--- src/trie_prefix_match_engine_macros.svh ---
// ----------------------------------------------------------------------------
// Trie prefix match engine assertion macros
// Shared concurrent assertion forms, clocked on clk, disabled in reset.
// ----------------------------------------------------------------------------
`ifndef TRIE_PREFIX_MATCH_ENGINE_MACROS_SVH
`define TRIE_PREFIX_MATCH_ENGINE_MACROS_SVH

// condition that must hold in the same cycle
`define TPM_ASSERT(lbl, prop, msg) \
  lbl: assert property (@(posedge clk) disable iff (!rst_n) (prop)) else $error(msg);

// condition a implies b in the next cycle
`define TPM_ASSERT_NEXT(lbl, a, b, msg) \
  lbl: assert property (@(posedge clk) disable iff (!rst_n) (a) |=> (b)) else $error(msg);

`endif

--- src/tpm_pkg.sv ---
// ----------------------------------------------------------------------------
// Trie prefix match engine package
// Sizes, state codes and the cell control struct.
// ----------------------------------------------------------------------------
package tpm_pkg;

  localparam int MAX_NODES   = 4096;
  localparam int MAX_LENGTH  = 10;
  localparam int NUM_SYMS    = 10;
  localparam int NCELL       = (MAX_LENGTH < NUM_SYMS) ? MAX_LENGTH : NUM_SYMS;
  localparam int TABLE_DEPTH = MAX_NODES * MAX_LENGTH;
  localparam int NODE_W      = $clog2(MAX_NODES);
  localparam int CNT_W       = NODE_W + 1;
  localparam int ADDR_W      = $clog2(TABLE_DEPTH);
  localparam int SYM_W       = 4;

  localparam logic [SYM_W-1:0] LEN_RESET = SYM_W'(10);

  localparam logic [1:0] FUNC_INSERT = 2'd0;
  localparam logic [1:0] FUNC_QUERY  = 2'd1;
  localparam logic [1:0] FUNC_CLEAR  = 2'd2;

  typedef enum logic [5:0] {
    ST_IDLE  = 6'b000001,
    ST_CLEAR = 6'b000010,
    ST_INV   = 6'b000100,
    ST_RD    = 6'b001000,
    ST_WAIT  = 6'b010000,
    ST_DONE  = 6'b100000
  } state_t;

  typedef struct packed {
    logic load_pair;
    logic load_sym;
    logic rotate;
    logic shift;
  } cell_ctrl_t;

endpackage

--- src/tpm_cell.sv ---
// ----------------------------------------------------------------------------
// Trie prefix match symbol cell
// Holds one rotating (position, value) pair and one walk symbol; inverts by
// capturing the latest position whose value equals its own index.
// ----------------------------------------------------------------------------
module tpm_cell import tpm_pkg::*; (
  input  logic             clk,
  input  cell_ctrl_t       ctrl,
  input  logic [SYM_W-1:0] idx,
  input  logic [SYM_W-1:0] len,
  input  logic [SYM_W-1:0] ld_val,
  input  logic [SYM_W-1:0] pos_in,
  input  logic [SYM_W-1:0] val_in,
  input  logic [SYM_W-1:0] sym_in,
  output logic [SYM_W-1:0] pos_out,
  output logic [SYM_W-1:0] val_out,
  output logic [SYM_W-1:0] sym_out
);

  logic [SYM_W-1:0] pos_r, pos_nxt;
  logic [SYM_W-1:0] val_r, val_nxt;
  logic [SYM_W-1:0] sym_r, sym_nxt;
  logic             hit;

  // later position wins on duplicate values
  assign hit = (pos_r != '0) && (val_r == idx) && (idx <= len) && (pos_r > sym_r);

  always_comb begin
    pos_nxt = pos_r;
    val_nxt = val_r;
    sym_nxt = sym_r;
    if (ctrl.load_pair) begin
      pos_nxt = (idx <= len) ? idx : '0;
      val_nxt = ld_val;
      sym_nxt = '0;
    end else if (ctrl.load_sym) begin
      sym_nxt = ld_val;
    end else if (ctrl.rotate) begin
      pos_nxt = pos_in;
      val_nxt = val_in;
      if (hit) begin
        sym_nxt = pos_r;
      end
    end else if (ctrl.shift) begin
      sym_nxt = sym_in;
    end
  end

  always_ff @(posedge clk) begin
    pos_r <= pos_nxt;
    val_r <= val_nxt;
    sym_r <= sym_nxt;
  end

  assign pos_out = pos_r;
  assign val_out = val_r;
  assign sym_out = sym_r;

endmodule

--- config.mk ---
export PLATFORM = sky130hd
export DESIGN_NAME = tpm_cell
export DESIGN_NICKNAME = d
export VERILOG_FILES = /design/src/trie_prefix_match_engine_macros.svh /design/src/tpm_pkg.sv /design/src/tpm_cell.sv
export SDC_FILE = /design/constraint.sdc
export NUM_CORES = 1
export LEC_CHECK = 0
export ABC_AREA = 0
export BUFFER_PORTS_ARGS = -buffer_cell sky130_fd_sc_hd__buf_4
export CORE_AREA = 2 2 48 50
export CTS_CLUSTER_DIAMETER = 60
export CTS_CLUSTER_SIZE = 24
export DETAILED_ROUTE_END_ITERATION = 10
export DIE_AREA = 0 0 50 52
export GPL_ROUTABILITY_DRIVEN = 0
export GPL_TIMING_DRIVEN = 0
export HOLD_SLACK_MARGIN = 0.15
export PLACE_DENSITY = 0.74
export REMOVE_ABC_BUFFERS = 1
export SLEW_MARGIN = 25
export SYNTH_ARGS = -nofsm -noshare
export SYNTH_HDL_FRONTEND = slang
export SYNTH_SLANG_ARGS = --single-unit
--- constraint.sdc ---
create_clock -name clk -period 3.1 [get_ports clk]
set_input_delay 0.93 -clock clk [delete_from_list [all_inputs] [get_ports clk]]
set_output_delay 0.93 -clock clk [all_outputs]
set_load 0.005 [all_outputs]
=== After elaboration in Yosys (flattened, before gate mapping) ===
Cells that the tools add are included.

* Logic and storage cells: 27
* Output and inout bits: 12
* Bits of input ports: 29
* Register bits: 12

* Equality and inequality tests: 3
* Reductions and logical operators: 8
* Mux-type cells: 11
* Magnitude comparators: 2

{| class="wikitable"
|+ Operator list
! operator !! number
|-
| 4-bit 2-to-1 mux || 11
|-
| 4-bit equality test || 1
|-
| 4-bit greater-than comparator || 1
|-
| 4-bit less-or-equal comparator || 1
|-
| 2-bit AND reduction || 2
|-
| 4-bit nonzero test || 1
|-
| 1-bit logical AND || 3
|-
| 3-bit by 1-bit inequality test with 1-bit output (second input constant) || 1
|-
| 3-bit nonzero test || 1
|-
| 2-bit by 1-bit inequality test with 1-bit output (second input constant) || 1
|-
| 2-bit nonzero test || 1
|}

=== Logic depth before layout (Yosys ltp) ===
* Word-level depth: 7
* Gate-level depth with buffers: 7

=== Worst setup path before layout ===
Ideal clock, no wire load.

* Kind: input to register
* Start: input len[2]
* End: register sym_r[0] (netlist: sym_out[0])
* Stages on the path: 7
* Path slack: 0.674 ns
* Arrival: 2.305 ns
* Required time: 2.979 ns
* Path buffers: 0
* Path through: inv_1 ha_1 and4b_1 a211oi_2 a41oi_2 o221a_4 mux2_4

* Longest elaborated chain between the ends: 5

{| class="wikitable"
|+ RTL lines
! what !! line !! text
|-
| start, declared || tpm_cell.sv:10 || <nowiki>input logic [SYM_W-1:0] len,</nowiki>
|-
| 4-bit less-or-equal comparator || tpm_cell.sv:26 || <nowiki>assign hit = (pos_r != '0) && (val_r == idx) && (idx <= len) && (pos_r > sym_r);</nowiki>
|-
| 1-bit logical AND (2 in series) || tpm_cell.sv:26 ||
|-
| 3-bit by 1-bit inequality test with 1-bit output (no line) || -- ||
|-
| 2-bit AND reduction (no line) || -- ||
|-
| end signal, assigned || tpm_cell.sv:52 || <nowiki>sym_r <= sym_nxt;</nowiki>
|-
| end, declared || tpm_cell.sv:22 || <nowiki>logic [SYM_W-1:0] sym_r, sym_nxt;</nowiki>
|}

No other way between the ends.
A chain may end at the register's enable or synchronous reset.

=== Final worst setup path ===
* Start: input idx[2]
* End: register sym_r[3] (netlist: sym_out[3])

* Longest elaborated chain between the ends: 6
* Elaborated cells between the ends (all ways): 7
* Those cells by class: order compare (1); eq/ne (2); reduce/logical (4)

{| class="wikitable"
|+ RTL lines
! what !! line !! text
|-
| start, declared || tpm_cell.sv:9 || <nowiki>input logic [SYM_W-1:0] idx,</nowiki>
|-
| parallel branches: the longest is 2 deep, another holds 4-bit less-or-equal comparator || -- ||
|-
| 1-bit logical AND * (2 in series) || tpm_cell.sv:26 ||
|-
| 3-bit by 1-bit inequality test with 1-bit output (no line) * || -- ||
|-
| 2-bit AND reduction (no line) * || -- ||
|}

Every way passes the cells marked *.

==> impl_metrics.csv <==
group,metric,value,unit
place,portBuffers,40,
clocking,cts_tree,"yes",
die,die_w,50,um
outcome,status,"complete, no violations",
die,die-area,0.00260,mm2
layout,synthToLayoutAreaGrowth,39.1,%
routing,vias,787,
layout,nets,164,
critical_path,crit_type,"in -> reg",
clocking,clkTransAtPathRegs,0.08,ns
clocking,cts_made_buffers,3,
worst_hold_path,hp-class,"reg -> reg",
timing,setup_viol,0,
clocking,post_cts.repair.setup_buffers,0,
synthesis,synth-seq-area-share,0.359,
clocking,cts_hold_buf,0,
die,io_pins,41,
synthesis,synth_cell_types,25,
layout,diodes,0,
timing,finalSetupTns,0,ns
pwr,power_leakage,0.599,nW
pwr,power,0.000464,W
layout,fill_cells,187,
layout,seq_area,320,um2
routing,drc,0,
die,die_h,52,um
routing,firstDrtPassIters,4,
synthesis,netlist_area,893,um2
global_routing,antenna_found_initial,0,
die,coreArea,0.00211,mm2
pwr,power_density,373,mW/mm2
timing,rsz0062_at_grt,"false",
layout,layout_commonest_cell,"buf_4",
routing,drt_iter0_drc,21,
critical_path,crit_arrival,2.50,ns
critical_path,r2r_slack,1.08,ns
place,place_inst,150,
layout,final_cell_mix,"buf_4, nor2_1, inv_1",
clocking,post_cts_resized,0,
timing,skew,0.00408,ns
timing,relSlewSlack,0.785,
layout,instances_no_fill,154,
synthesis,yosysTopAreaCellShare,0.269,
clocking,root_buffer,"clkbuf_4",
critical_path,cp.required,3.26,ns
pwr,ir_drop,0.222,mV
synthesis,synth_seq_cells,12,
layout,post-route-util,0.590,
global_routing,grt_max_degree,15,
global_routing,grt-ovfl-total,0,
routing,drtAntennaViolNets,0,
layout,drive_above_1_share,0.429,
layout,multi_input_area,519,um2
routing,routed_wl,2130,um
clocking,h-tree-depth,1,
global_routing,grt_pass1_vias,752,
synthesis,synth.avg_cell_area,10.5,um2
run,drv_cap,0,
die,start_util,0.424,
clocking,cts_num_sinks,12,
timing,period_needed,2.33,ns
global_routing,grt_pass1_wl,3400,um
timing,worst_slew_pin_slew,0.322,ns
die,rows,17,
clocking,clockBufferDepth,2,
timing,fmax,428,MHz
synthesis,synth_area_leaders,"edfxtp_1, ha_1, dfxtp_1",
routing,wire_per_inst,13.8,um
critical_path,critPathLaunchType,"input port",
critical_path,critPathMaxFanout,4,
critical_path,critPathCaptureType,"register",
timing,worst_hold_slack,0.648,ns
global_routing,grtUsageTotal,0.174,
timing,hold_viol,0,
timing,fin_crit_sh,0.753,
place,hpwl,1770,um
routing,via_per_inst,5.11,
synthesis,ys_warn_count,0,
synthesis,synthCells,85,
synthesis,synth_top_cell_by_area,"edfxtp_1",
clocking,clk_latency,0.27,ns
timing,slew_viol_final,0,
## where the power goes
part	switching, W	internal [W]	total (W)	leakage, nW
sequential	0.0000160	0.000191	0.000207	0.113
clock	0.0000516	0.0000465	0.0000982	0.0154
combinational	0.0000672	0.0000913	0.000158	0.470
## registers in the layout, summed over array words and instances, names as in the netlist
signal	count
val_out	4
pos_out	4
sym_out	4
## cell families (layout without fill, tap and decap cells)
logic type / Yosys count / in the layout / synth area share
AO/OA/AOI/OAI: 16 / 16 / 0.164
XOR/XNOR: 4 / 4 / 0.0392
adder cells (fa/ha/maj): 8 / 8 / 0.112
buffers and inverters: 14 / 55 / 0.0602
flip-flops: 12 / 12 / 0.359
multiplexers: 12 / 12 / 0.162
AND/OR/NAND/NOR: 19 / 19 / 0.104
## worst max-delay path: stages
cell	delay, ns
buf_4	0.13
ha_1	0.33
and4b_1	0.22
a211oi_2	0.21
a41oi_2	0.07
o221a_4	0.30
mux2_4	0.30
## synth_stat cells
cell type   n
a211o_2     1
a211oi_2    1
a21o_1      2
a21oi_1     5
a22o_1      4
a41oi_2     1
and4b_1     1
buf_2       1
clkbuf_1    2
dfxtp_1     4
edfxtp_1    8
ha_1        8
inv_1       9
inv_2       2
mux2_1      4
mux2_4      4
mux2i_1     4
nand3_1     1
nand4_1     2
nor2_1     12
nor2b_1     2
o211ai_2    1
o221a_4     1
or4_1       1
xnor2_1     4
## final timing paths
check / end / depth (start not counted) / from
worst max-delay path: sym_out[3]$_SDFFE_PP0P_ / 7 / idx[2]
worst max register to register: sym_out[3]$_SDFFE_PP0P_ / 6 / pos_out[1]$_DFFE_PP_
worst min-delay path: sym_out[1]$_SDFFE_PP0P_ / 3 / sym_out[1]$_SDFFE_PP0P_
worst min register to register: sym_out[1]$_SDFFE_PP0P_ / 3 / sym_out[1]$_SDFFE_PP0P_
## area by class of cell
type / instances / share of cell area
repair buffers: 40 / 0.242
inverters: 11 / 0.0332
flip-flops and latches: 12 / 0.258
clock buffers: 3 / 0.0181
well taps: 28 / 0.0282
multi-input cells: 59 / 0.418
clock inverters: 1 / 0.00302
## layer usage
| metal | GRT usage | vias up | part of all wire |
|---|---|---|---|
| li1 | - | 388 | - |
| met1 | 0.208 | 379 | 0.44 |
| met2 | 0.318 | 18 | 0.53 |
| met3 | 0.0259 | 2 | 0.024 |
| met4 | 0.0556 | 0 | 0.0075 |
| met5 | 0 | - | 0 |
## stage by stage
| step | cell area [um2] | setup WS (ns) |
|---|---|---|
| final | 1240 | 0.766 |
| after global routing | 1240 | 0.726 |
| after CTS | 1240 | 0.758 |
| after detailed placement | 1220 | 0.471 |
| after global placement | 1220 | 0.484 |
| after floorplan | 881 | 0.674 |
(Power assumes the default switching activity.)
